File: src/rtl/assert_macros.svh
// Assertion macros for the huffman code table builder RTL.
// No dependencies; included by huffman_code_table_builder_core, which carries the checks.
`ifndef ASSERT_MACROS_SVH
`define ASSERT_MACROS_SVH

`ifndef ASSERT_OFF

// Antecedent holds in a cycle, so the consequent holds in the same cycle.
`define ASSERT_IMPL(label, clk, rst, ante, cons, msg) \
   label: assert property (@(posedge clk) disable iff (rst) (ante) |-> (cons)) \
      else $error(msg);

// Antecedent holds in a cycle, so the consequent holds in the next cycle.
`define ASSERT_NEXT(label, clk, rst, ante, cons, msg) \
   label: assert property (@(posedge clk) disable iff (rst) (ante) |=> (cons)) \
      else $error(msg);

`else

`define ASSERT_IMPL(label, clk, rst, ante, cons, msg)
`define ASSERT_NEXT(label, clk, rst, ante, cons, msg)

`endif

`endif

File: src/rtl/hctb_pkg.sv
// Package for the huffman code table builder: word types, action codes,
// table sizes and the structs passed between the submodules. No dependencies.
package hctb_pkg;

   localparam int NUM_LENGTHS     = 16;
   localparam int MAX_CODE_LENGTH = 16;
   localparam int LEN_W           = 5;
   localparam int LEN_IDX_W       = $clog2(NUM_LENGTHS);
   localparam int CODE_W          = 16;
   localparam int NEXT_W          = CODE_W + 1;
   localparam int DATA_W          = 8;
   localparam int ACT_W           = 2;

   localparam logic [ACT_W-1:0] ACT_START  = 2'd0;
   localparam logic [ACT_W-1:0] ACT_COUNT  = 2'd1;
   localparam logic [ACT_W-1:0] ACT_SYMBOL = 2'd2;

   typedef struct packed {
      logic [ACT_W-1:0]  action;
      logic [DATA_W-1:0] data;
   } req_type;

   typedef struct packed {
      logic [DATA_W-1:0] symbol;
      logic [CODE_W-1:0] code_bits;
      logic [LEN_W-1:0]  code_length;
      logic              placed;
   } rsp_type;

   // Table write control from the top level.
   typedef struct packed {
      logic              clear;
      logic              load;
      logic [DATA_W-1:0] count;
   } tbl_ctl_type;

   // Result of the next-length search.
   typedef struct packed {
      logic              found;
      logic [LEN_W-1:0]  length;
      logic [DATA_W-1:0] count;
   } tbl_hit_type;

endpackage

File: src/rtl/huffman_code_table_builder_core.sv
// Top level of the huffman code table builder: input word register, table and
// code assignment units, result register. Depends on hctb_pkg, hctb_len_table,
// hctb_code_gen and assert_macros.svh.
//
// The block builds JPEG style canonical Huffman codes from a table header fed
// one word per cycle. A start word clears the table, the next sixteen count
// words give the number of codes at lengths 1 to 16 (later count words are
// dropped), and every symbol word returns one result word holding the symbol,
// its right aligned code and its length, or placed low with zero code and
// length when the code space is exhausted or no loaded length has codes left.
// Codes longer than MAX_CODE_LENGTH are never placed. Start and count words
// return nothing. The block takes one word per cycle. The accepting edge
// registers a symbol word in the input word register; combinational logic
// (priority search for the next nonzero length over the sixteen counts, shift
// of the running code, fit check) then feeds the result register, which loads
// the result once it is free and raises rsp_valid. Throughput drops below one
// word per cycle only while a result waits in the result register with
// rsp_ready low and a symbol word sits behind it; start and count words
// keep flowing past a held result.
`include "assert_macros.svh"

module huffman_code_table_builder_core #(
   parameter int MAX_CODE_LENGTH = hctb_pkg::MAX_CODE_LENGTH
) (
   input  logic              clock,
   input  logic              reset,
   input  logic              req_valid,
   output logic              req_ready,
   input  hctb_pkg::req_type req_word,
   output logic              rsp_valid,
   input  logic              rsp_ready,
   output hctb_pkg::rsp_type rsp_word
);
   import hctb_pkg::*;

   // Input stage register.
   logic    in_valid_ff, in_valid_in;
   req_type in_word_ff;

   // Result register.
   logic    rsp_valid_ff, rsp_valid_in;
   rsp_type rsp_word_ff;

   logic        req_fire;
   logic        out_free;
   logic        is_symbol;
   logic        advance;
   logic        gen_fire;
   logic        gen_clear;
   tbl_ctl_type tbl_ctl;
   tbl_hit_type tbl_hit;
   logic [LEN_W-1:0] cur_length;
   rsp_type     gen_result;

   // Only symbol words need the result register; the others retire at once.
   assign out_free  = !rsp_valid_ff || rsp_ready;
   assign is_symbol = (in_word_ff.action == ACT_SYMBOL);
   assign advance   = in_valid_ff && (!is_symbol || out_free);
   assign req_ready = !in_valid_ff || advance;
   assign req_fire  = req_valid && req_ready;

   assign gen_fire  = advance && is_symbol;
   assign gen_clear = advance && (in_word_ff.action == ACT_START);

   always_comb begin
      tbl_ctl.clear = gen_clear;
      tbl_ctl.load  = advance && (in_word_ff.action == ACT_COUNT);
      tbl_ctl.count = in_word_ff.data;
   end

   always_comb begin
      in_valid_in = in_valid_ff;
      if (req_fire) begin
         in_valid_in = 1'b1;
      end else if (advance) begin
         in_valid_in = 1'b0;
      end
   end

   always_comb begin
      rsp_valid_in = rsp_valid_ff;
      if (gen_fire) begin
         rsp_valid_in = 1'b1;
      end else if (rsp_ready) begin
         rsp_valid_in = 1'b0;
      end
   end

   always_ff @(posedge clock) begin
      if (reset) begin
         in_valid_ff  <= 1'b0;
         rsp_valid_ff <= 1'b0;
      end else begin
         in_valid_ff  <= in_valid_in;
         rsp_valid_ff <= rsp_valid_in;
      end
   end

   always_ff @(posedge clock) begin
      if (req_fire) begin
         in_word_ff <= req_word;
      end
      if (gen_fire) begin
         rsp_word_ff <= gen_result;
      end
   end

   hctb_len_table u_len_table (
      .clock      (clock),
      .reset      (reset),
      .ctl        (tbl_ctl),
      .cur_length (cur_length),
      .hit        (tbl_hit)
   );

   hctb_code_gen #(
      .MAX_CODE_LENGTH (MAX_CODE_LENGTH)
   ) u_code_gen (
      .clock      (clock),
      .reset      (reset),
      .fire       (gen_fire),
      .clear      (gen_clear),
      .symbol     (in_word_ff.data),
      .hit        (tbl_hit),
      .cur_length (cur_length),
      .result     (gen_result)
   );

   assign rsp_valid = rsp_valid_ff;
   assign rsp_word  = rsp_word_ff;

   // An unplaced symbol carries neither code nor length.
   `ASSERT_IMPL(a_unplaced_empty, clock, reset,
      rsp_valid_ff && !rsp_word_ff.placed,
      (rsp_word_ff.code_bits == '0) && (rsp_word_ff.code_length == '0),
      "unplaced result has code or length")
   // A placed code has a legal length and fits in it.
   `ASSERT_IMPL(a_placed_fits, clock, reset,
      rsp_valid_ff && rsp_word_ff.placed,
      (rsp_word_ff.code_length != '0) &&
      (rsp_word_ff.code_length <= LEN_W'(MAX_CODE_LENGTH)) &&
      ((rsp_word_ff.code_bits >> rsp_word_ff.code_length) == '0),
      "placed code does not fit its length")
   // A start word returns the code generator to the first length.
   `ASSERT_NEXT(a_start_clears, clock, reset, gen_clear, cur_length == '0,
      "start word left a current length")
   // Without a start word the current length never shrinks.
   `ASSERT_NEXT(a_length_monotonic, clock, reset, !gen_clear,
      cur_length >= $past(cur_length), "current length went down")

endmodule

File: src/rtl/hctb_len_table.sv
// Per-length code count table with the next-nonzero-length priority search.
// Depends on hctb_pkg.
module hctb_len_table (
   input  logic                       clock,
   input  logic                       reset,
   input  hctb_pkg::tbl_ctl_type      ctl,
   input  logic [hctb_pkg::LEN_W-1:0] cur_length,
   output hctb_pkg::tbl_hit_type      hit
);
   import hctb_pkg::*;

   logic [DATA_W-1:0]    counts_ff [NUM_LENGTHS];
   logic [LEN_W-1:0]     loaded_ff;
   logic [LEN_W-1:0]     loaded_in;
   logic                 room;
   logic [NUM_LENGTHS-1:0] avail;
   logic [LEN_IDX_W-1:0] pick;

   assign room = (loaded_ff < LEN_W'(NUM_LENGTHS));

   always_comb begin
      loaded_in = loaded_ff;
      if (ctl.clear) begin
         loaded_in = '0;
      end else if (ctl.load && room) begin
         loaded_in = loaded_ff + LEN_W'(1);
      end
   end

   always_ff @(posedge clock) begin
      if (reset) begin
         loaded_ff <= '0;
      end else begin
         loaded_ff <= loaded_in;
      end
   end

   // Count storage needs no reset: entries at or above the fill count are never used.
   always_ff @(posedge clock) begin
      if (!ctl.clear && ctl.load && room) begin
         counts_ff[loaded_ff[LEN_IDX_W-1:0]] <= ctl.count;
      end
   end

   // Entry i holds length i+1; it qualifies when loaded, nonzero and above cur_length.
   always_comb begin
      for (int i = 0; i < NUM_LENGTHS; i++) begin
         avail[i] = (counts_ff[i] != '0) && (LEN_W'(i) < loaded_ff) &&
                    (LEN_W'(i) >= cur_length);
      end
   end

   always_comb begin
      pick = '0;
      for (int i = NUM_LENGTHS - 1; i >= 0; i--) begin
         if (avail[i]) begin
            pick = LEN_IDX_W'(i);
         end
      end
   end

   always_comb begin
      hit.found  = |avail;
      hit.length = LEN_W'(pick) + LEN_W'(1);
      hit.count  = counts_ff[pick];
   end

endmodule

File: src/rtl/hctb_code_gen.sv
// Canonical code assignment: running code, current length and codes left.
// Depends on hctb_pkg; takes the length search result from hctb_len_table.
module hctb_code_gen #(
   parameter int MAX_CODE_LENGTH = hctb_pkg::MAX_CODE_LENGTH
) (
   input  logic                        clock,
   input  logic                        reset,
   input  logic                        fire,
   input  logic                        clear,
   input  logic [hctb_pkg::DATA_W-1:0] symbol,
   input  hctb_pkg::tbl_hit_type       hit,
   output logic [hctb_pkg::LEN_W-1:0]  cur_length,
   output hctb_pkg::rsp_type           result
);
   import hctb_pkg::*;

   logic [LEN_W-1:0]  cur_len_ff, cur_len_in;
   logic [DATA_W-1:0] left_ff, left_in;
   logic [NEXT_W-1:0] code_ff, code_in;
   logic              full_ff, full_in;

   logic              step_up;
   logic [LEN_W-1:0]  grow;
   logic [LEN_W-1:0]  len_e;
   logic [DATA_W-1:0] left_e;
   logic [NEXT_W-1:0] code_e;
   logic              has_left;
   logic              over;
   logic              ok;

   assign cur_length = cur_len_ff;

   always_comb begin
      step_up  = (left_ff == '0) && hit.found;
      grow     = hit.length - cur_len_ff;
      len_e    = step_up ? hit.length : cur_len_ff;
      left_e   = step_up ? hit.count : left_ff;
      code_e   = (step_up && !full_ff) ? NEXT_W'(code_ff << grow) : code_ff;
      has_left = (left_e != '0);
      over     = (len_e > LEN_W'(MAX_CODE_LENGTH)) || ((code_e >> len_e) != '0);
      ok       = has_left && !full_ff && !over;
   end

   always_comb begin
      cur_len_in = len_e;
      left_in    = has_left ? left_e - DATA_W'(1) : left_e;
      full_in    = full_ff || (has_left && over);
      code_in    = ok ? code_e + NEXT_W'(1) : code_e;
   end

   always_ff @(posedge clock) begin
      if (reset || clear) begin
         cur_len_ff <= '0;
         left_ff    <= '0;
         code_ff    <= '0;
         full_ff    <= 1'b0;
      end else if (fire) begin
         cur_len_ff <= cur_len_in;
         left_ff    <= left_in;
         code_ff    <= code_in;
         full_ff    <= full_in;
      end
   end

   always_comb begin
      result.symbol      = symbol;
      result.code_bits   = ok ? code_e[CODE_W-1:0] : '0;
      result.code_length = ok ? len_e : '0;
      result.placed      = ok;
   end

endmodule
File: config.mk
export PLATFORM = sky130hd
export DESIGN_NAME = huffman_code_table_builder_core
export DESIGN_NICKNAME = d
export VERILOG_FILES = /design/src/rtl/hctb_pkg.sv /design/src/rtl/huffman_code_table_builder_core.sv /design/src/rtl/hctb_len_table.sv /design/src/rtl/hctb_code_gen.sv
export VERILOG_INCLUDE_DIRS = /design/src /design/src/rtl
export SDC_FILE = /design/constraint.sdc
export NUM_CORES = 1
export LEC_CHECK = 0
export ABC_AREA = 1
export BUFFER_PORTS_ARGS = -buffer_cell sky130_fd_sc_hd__buf_2
export CORE_AREA = 2 2 222 137
export CTS_CLUSTER_DIAMETER = 80
export DETAILED_ROUTE_END_ITERATION = 16
export DIE_AREA = 0 0 224 139
export GPL_ROUTABILITY_DRIVEN = 0
export PLACE_DENSITY = 0.63
export RECOVER_POWER = 100
export SLEW_MARGIN = 20
export SYNTH_ARGS = -nofsm -noshare
export SYNTH_HDL_FRONTEND = slang
export SYNTH_SLANG_ARGS = --single-unit
File: constraint.sdc
create_clock -name clock -period 12.2 [get_ports clock]
set_input_delay 1.22 -clock clock [delete_from_list [all_inputs] [get_ports clock]]
set_output_delay 1.22 -clock clock [all_outputs]
set_load 0.005 [all_outputs]
---- After elaboration in Yosys (flattened, before gate mapping) ----
Memories as Yosys holds them, arrays and structs flattened.
Index checks and enable logic that the tools add are counted.
storage, ports and cells
  register bits ........................... 78
  bits in writable memories ............... 128
  input port bits ......................... 14
  word-level logic and storage cells ...... 165
  memories kept ........................... 1
memory list
  name                   words  width  read ports  clocked after memory_dff  write ports  RTL line              text
  u_len_table.counts_ff  16     8      17          0                         1            hctb_len_table.sv:12  logic [DATA_W-1:0] counts_ff [NUM_LENGTHS];
operators by class
  $add $sub $neg .......................... 5
  magnitude comparators ................... 34
  eq/ne operators ......................... 2
  shifts and indexed selects .............. 2
  mux-type cells .......................... 27
  reduce and logical (&&, ||, !) cells .... 81
operator list
  cell                                                              number
  nonzero test 8 bit                                                17
  two-way mux 4 bit                                                 16
  logical AND 1 bit                                                 45
  greater-or-equal comparator 4 x 5 -> 1 bit, first input constant  8
  < comparator 4 x 5 -> 1 bit, first input constant                 8
  two-way mux 17 bit                                                2
  greater-or-equal comparator 3 x 5 -> 1 bit, first input constant  4
  < comparator 3 x 5 -> 1 bit, first input constant                 4
  adder 17 x 1 -> 17 bit, second input constant                     1
  nonzero test 17 bit                                               1
  << shifter 17 x 5 -> 17 bit                                       1
  >> shifter 17 x 5 -> 17 bit                                       1
  two-way mux 8 bit                                                 2
  OR reduction 16 bit                                               1
  greater-or-equal comparator 1 x 5 -> 1 bit, first input constant  2
  greater-or-equal comparator 2 x 5 -> 1 bit, first input constant  2
  < comparator 1 x 5 -> 1 bit, first input constant                 2
  < comparator 2 x 5 -> 1 bit, first input constant                 2
  zero test 8 bit                                                   1
  subtractor 8 x 1 -> 8 bit, second input constant                  1
  zero test 1 bit                                                   6
  logical OR 1 bit                                                  6
  two-way mux 1 bit                                                 6
  adder 4 x 1 -> 5 bit, second input constant                       1
  10 further kinds                                                  11

---- Longest topological paths before layout ----
  word-level depth ........................ 29
  mapped depth ............................ 50
  gate-level depth less buffers ........... 47

---- Modules after synthesis ----
From an unflattened synthesis, not the netlist that was laid out.
unflattened totals
  cells, all modules ...................... 1464
  area total of the unflattened synthesis .. 11805.1 um^2
modules (own cells, without submodules)
  module                           times used  cells each  area an instance (um^2)  seq. area each (um^2)
  hctb_len_table                   1           736         6794.0                   3943.8
  hctb_code_gen                    1           671         3697.3                   620.6
  huffman_code_table_builder_core  1           57          1313.8                   1241.2

---- Worst setup path after synthesis ----
OpenSTA, ideal clock, no wires.
  path type ............................... reg2reg
  start point ............................. register u_code_gen.cur_len_ff[1], in the netlist u_code_gen.cur_length[1]
  end point ............................... register u_code_gen.code_ff[15]
  setup time .............................. 0.136 ns
  data arrival time ....................... 5.031 ns
  path slack .............................. 7.033 ns
  cell stages (with the launch flop) ...... 33
  path buffers ............................ 2
  clock period less this slack ............ 5.167 ns
  cells stage by stage .................... dfxtp_1 inv_2 o21ai_2 o31ai_1 nand2_1 nand2_1 a31oi_1 nor2_1 nor2_1 o21ai_1 nand2_1 clkinv_1 clkbuf_1 ha_1 inv_1 fa_1 clkbuf_1 clkinv_1 nor2_1 nand2_1 nor2_1 inv_1 o31ai_4 nand2_1 nor2_2 nand2_1 nor2_1 nand3_1 xor2_1 nand2_1 nand2_1 nand2_1 a21oi_2
between the ends
  word-level cells in the longest chain between the ends .. 28
RTL lines
  what                                        RTL line              text
  start: declaration                          hctb_code_gen.sv:17   logic [LEN_W-1:0] cur_len_ff, cur_len_in;
  start signal: assignment                    hctb_code_gen.sv:58   cur_len_ff <= cur_len_in;
  greater-or-equal comparator 4 x 5 -> 1 bit  hctb_len_table.sv:49  (LEN_W'(i) >= cur_length);
  logical AND 1 bit                           hctb_len_table.sv:48  avail[i] = (counts_ff[i] != '0) && (LEN_W'(i) < loaded_ff) &&
  two-way mux 4 bit (16 in series)            hctb_len_table.sv:56  if (avail[i]) begin
  adder 4 x 1 -> 5 bit                        hctb_len_table.sv:64  hit.length = LEN_W'(pick) + LEN_W'(1);
  subtractor 5 bit                            hctb_code_gen.sv:35   grow = hit.length - cur_len_ff;
  << shifter 17 x 5 -> 17 bit                 hctb_code_gen.sv:38   code_e = (step_up && !full_ff) ? NEXT_W'(code_ff << grow) : code_ff;
  two-way mux 17 bit                          hctb_code_gen.sv:38
  >> shifter 17 x 5 -> 17 bit                 hctb_code_gen.sv:40   over = (len_e > LEN_W'(MAX_CODE_LENGTH)) || ((code_e >> len_e) != '0);
  nonzero test 17 bit                         hctb_code_gen.sv:40
  logical OR 1 bit                            hctb_code_gen.sv:40
  zero test 1 bit                             hctb_code_gen.sv:41   ok = has_left && !full_ff && !over;
  logical AND 1 bit                           hctb_code_gen.sv:41
  two-way mux 17 bit *                        hctb_code_gen.sv:48   code_in = ok ? code_e + NEXT_W'(1) : code_e;
  end signal: assignment                      hctb_code_gen.sv:60   code_ff <= code_in;
  end: declaration                            hctb_code_gen.sv:19   logic [NEXT_W-1:0] code_ff, code_in;
Every way passes the cells marked *; elsewhere a longest branch is shown, timed or not.
A chain may end at the register's enable or synchronous reset.

---- Final worst setup path ----
  start point ............................. register u_code_gen.cur_len_ff[3], in the netlist u_code_gen.cur_length[3]
  end point ............................... register u_code_gen.code_ff[16]
Same word-level chain as after synthesis.

==> flow_summary.ini <==
[die]
core_sq_um = 29200
die_x_um = 224
fp.dieArea_sq_um = 31100
pin_count = 46
start_util_pct = 39.3
placementRows = 49
die_y_um = 139

[finish]
layout-drive-gt1-share_pct = 8.53
diodes = 0
final_common_cell = nand2_1
synthToLayoutAreaGrowth_pct = 9.37
nets = 1429
layout_common_cells = 387 x nand2_1, 168 x edfxtp_1, 134 x nor2_1, 134 x nand3_1, 133 x inv_1

[timing]
relSlewSlack_pct = -88.0
layout_min_cycle_time_ns = 9.63
fin_crit_sh_pct = 79.0
worst_pin_slew_ns = 2.82
finalHoldViolCount = 0
fin_setup_tns_ns = 0
rsz0062_at_grt = no
max_freq_mhz = 104
slew_violations = 120
whs_ns = 0.466
skew_ns = 0.0122
setup_viol = 0

[logic_synthesis]
yosys_warnings = 0
synth_seq_cells = 206
yosysSeqAreaShare_pct = 50.6
synthCells = 1379
syn_nets = 1405
synth_edf_count = 168
ys.flop_type = edfxtp_1
syn_avg_cell_area_sq_um = 8.33
ys_async_sr_fraction_pct = 0
yosysUniqueCellTypes = 50
syn_area_sq_um = 11500

[critical_path]
crit_family = simple AND/OR/NAND/NOR gates
critPathMaxStageDelay_ns = 0.97
cp.depth = 29
crit_start = u_code_gen.cur_length[3]$_SDFFE_PP0P_
rr_startpoint = u_code_gen.cur_length[3]$_SDFFE_PP0P_
cp-start-kind = flip-flop
critPathMaxFanout = 43
crit_path_frequent_cell = nand2_1
critPathSlowestCell = clkinv_1
cp-end-kind = flip-flop
path_buf_inv = 4
worst-endpoint-arrival_ns = 10.09
required_ns = 12.65
critPathKind = flip-flop to flip-flop
worst-r2r-cell-count = 29

[clocking]
numCtsBuffers = 22
post_cts_buffers = 0
clock_latency_ns = 0.53
clkSinkCount = 206
ctsHtreeMaxLevel = 1
cts.root.buffer_cell = clkbuf_16
clk_pin_slew_ns = 0.07
cts_max_path_buffers = 3
cts_tree = yes
postCtsHoldBufs = 0
cts.repair.resized = 0

[detailed_routing]
num_vias = 9941
detail-route-antenna-nets = 0
wl_mm = 34.0
drcViolationCount = 0
drtPass1Iterations = 6
vias_per_cell = 5.52
drtIter0Drc = 1601
drt-wirelength-per-cell_um = 18.9

[global_route]
grt_util_all_layers_pct = 21.7
antenna_found_initial = 1
grt_pass1_vias = 8781
grt_pass1_wl_mm = 52.1
grt_max_degree = 68
overflow = 0

[flow_run]
cap_violations = 3

[worst_hold_path]
min-delay-start = u_code_gen.left_ff[4]$_SDFFE_PP0P_
hold_path.class = flip-flop to flip-flop
worstHoldPathCells = 2

[pwr]
vdd_drop_max_mv = 0.127
power.leakage_uw = 0.00501
p_per_area_nw_per_um2 = 129

[status]
status = finished, violations left
violations = capacitance limit, slew limit

[place]
portBuffers = 45
place_hpwl_mm = 24.5
==> Yosys cell counts (16+ instances only) <==
master	number	area share, %
a21oi_1	59	2.6
nand3_1	133	5.8
o21ai_0	67	2.9
dfxtp_1	38	6.6
o211ai_1	16	1.0
clkbuf_1	22	0.72
inv_1	133	4.3
inv_2	18	0.59
xor2_1	18	1.4
edfxtp_1	168	44
nor2_1	131	4.3
nand2_1	386	13
==> path summary, 6_finish.rpt <==
| path | slack [ns] | endpoint |
|---|---|---|
| max | 2.57 | u_code_gen.code_ff[16]$_SDFFE_PP0P_ |
| min reg2reg | 0.47 | u_code_gen.left_ff[4]$_SDFFE_PP0P_ |
| max reg2reg | 2.57 | u_code_gen.code_ff[16]$_SDFFE_PP0P_ |
| min | 0.47 | u_code_gen.left_ff[4]$_SDFFE_PP0P_ |
==> stage by stage <==
step | cell area [sq um] | power, uW | util [%] | std cells | setup WS, ns
after floorplan | 11500 | 937 | - | 1379 | 7.03
after global placement | 11900 | 972 | 40.8 | 1761 | 3.63
after detailed placement | 11900 | 973 | 40.8 | 1761 | 3.42
after CTS | 12600 | 1640 | 43.3 | 1801 | 3.41
after global routing | 12600 | 1680 | 42.9 | 1801 | 1.70
final | 12600 | 1620 | 42.9 | 1801 | 2.57
==> routing by layer <==
metal | track usage, % | vias up | share of wire, %
met5 | 0 | - | 0
met4 | 3.72 | 0 | 1.7
met3 | 8.54 | 56 | 16
met2 | 25.9 | 625 | 35
met1 | 35.7 | 4602 | 47
li1 | - | 4658 | -
==> registers in the layout, indices dropped and copies added, names as in the netlist <==
| name | flops |
|---|---|
| rsp_valid | 1 |
| u_code_gen.left_ff | 8 |
| rsp_word | 30 |
| u_len_table.counts_ff | 128 |
| in_word_ff | 10 |
| u_code_gen.code_ff | 17 |
| u_code_gen.cur_length | 5 |
| in_valid_ff | 1 |
| u_code_gen.full_ff | 1 |
| u_len_table.loaded_ff | 5 |
==> cell type report <==
type | instances | area [sq um]
clock buffer | 29 | 608
clock inverter | 11 | 100
fill | 2844 | 16700
inverter | 155 | 582
multi-input combinational | 966 | 4740
sequential | 206 | 5810
tap | 382 | 478
timing repair buffer | 52 | 243
==> power by group <==
part	internal (uW)	switching (uW)	total (uW)
Combinational	45.0	132	177
Clock	376	289	665
Sequential	767	14.3	782
Total	1190	435	1620
==> logic make-up (layout without fill, tap and decap cells) <==
family	count (synthesis)	after routing	synth area share, %
simple gates	739	739	28.2
buf+inv	207	247	7.75
flops	206	206	50.6
compound gates	185	185	9.75
xor+xnor	22	22	1.68
fa+ha+maj	12	12	1.37
mux	8	8	0.697
==> worst min-delay path: cells and delay by family, from the launching register on <==
| kind | cells | cell delay [ns] |
|---|---|---|
| AOI/OAI and AO/OA | 1 | 0.05 |
| DFF | 1 | 0.31 |
| and+or+nand+nor | 1 | 0.06 |
No activity file was read; power rests on OpenSTA's default activity.
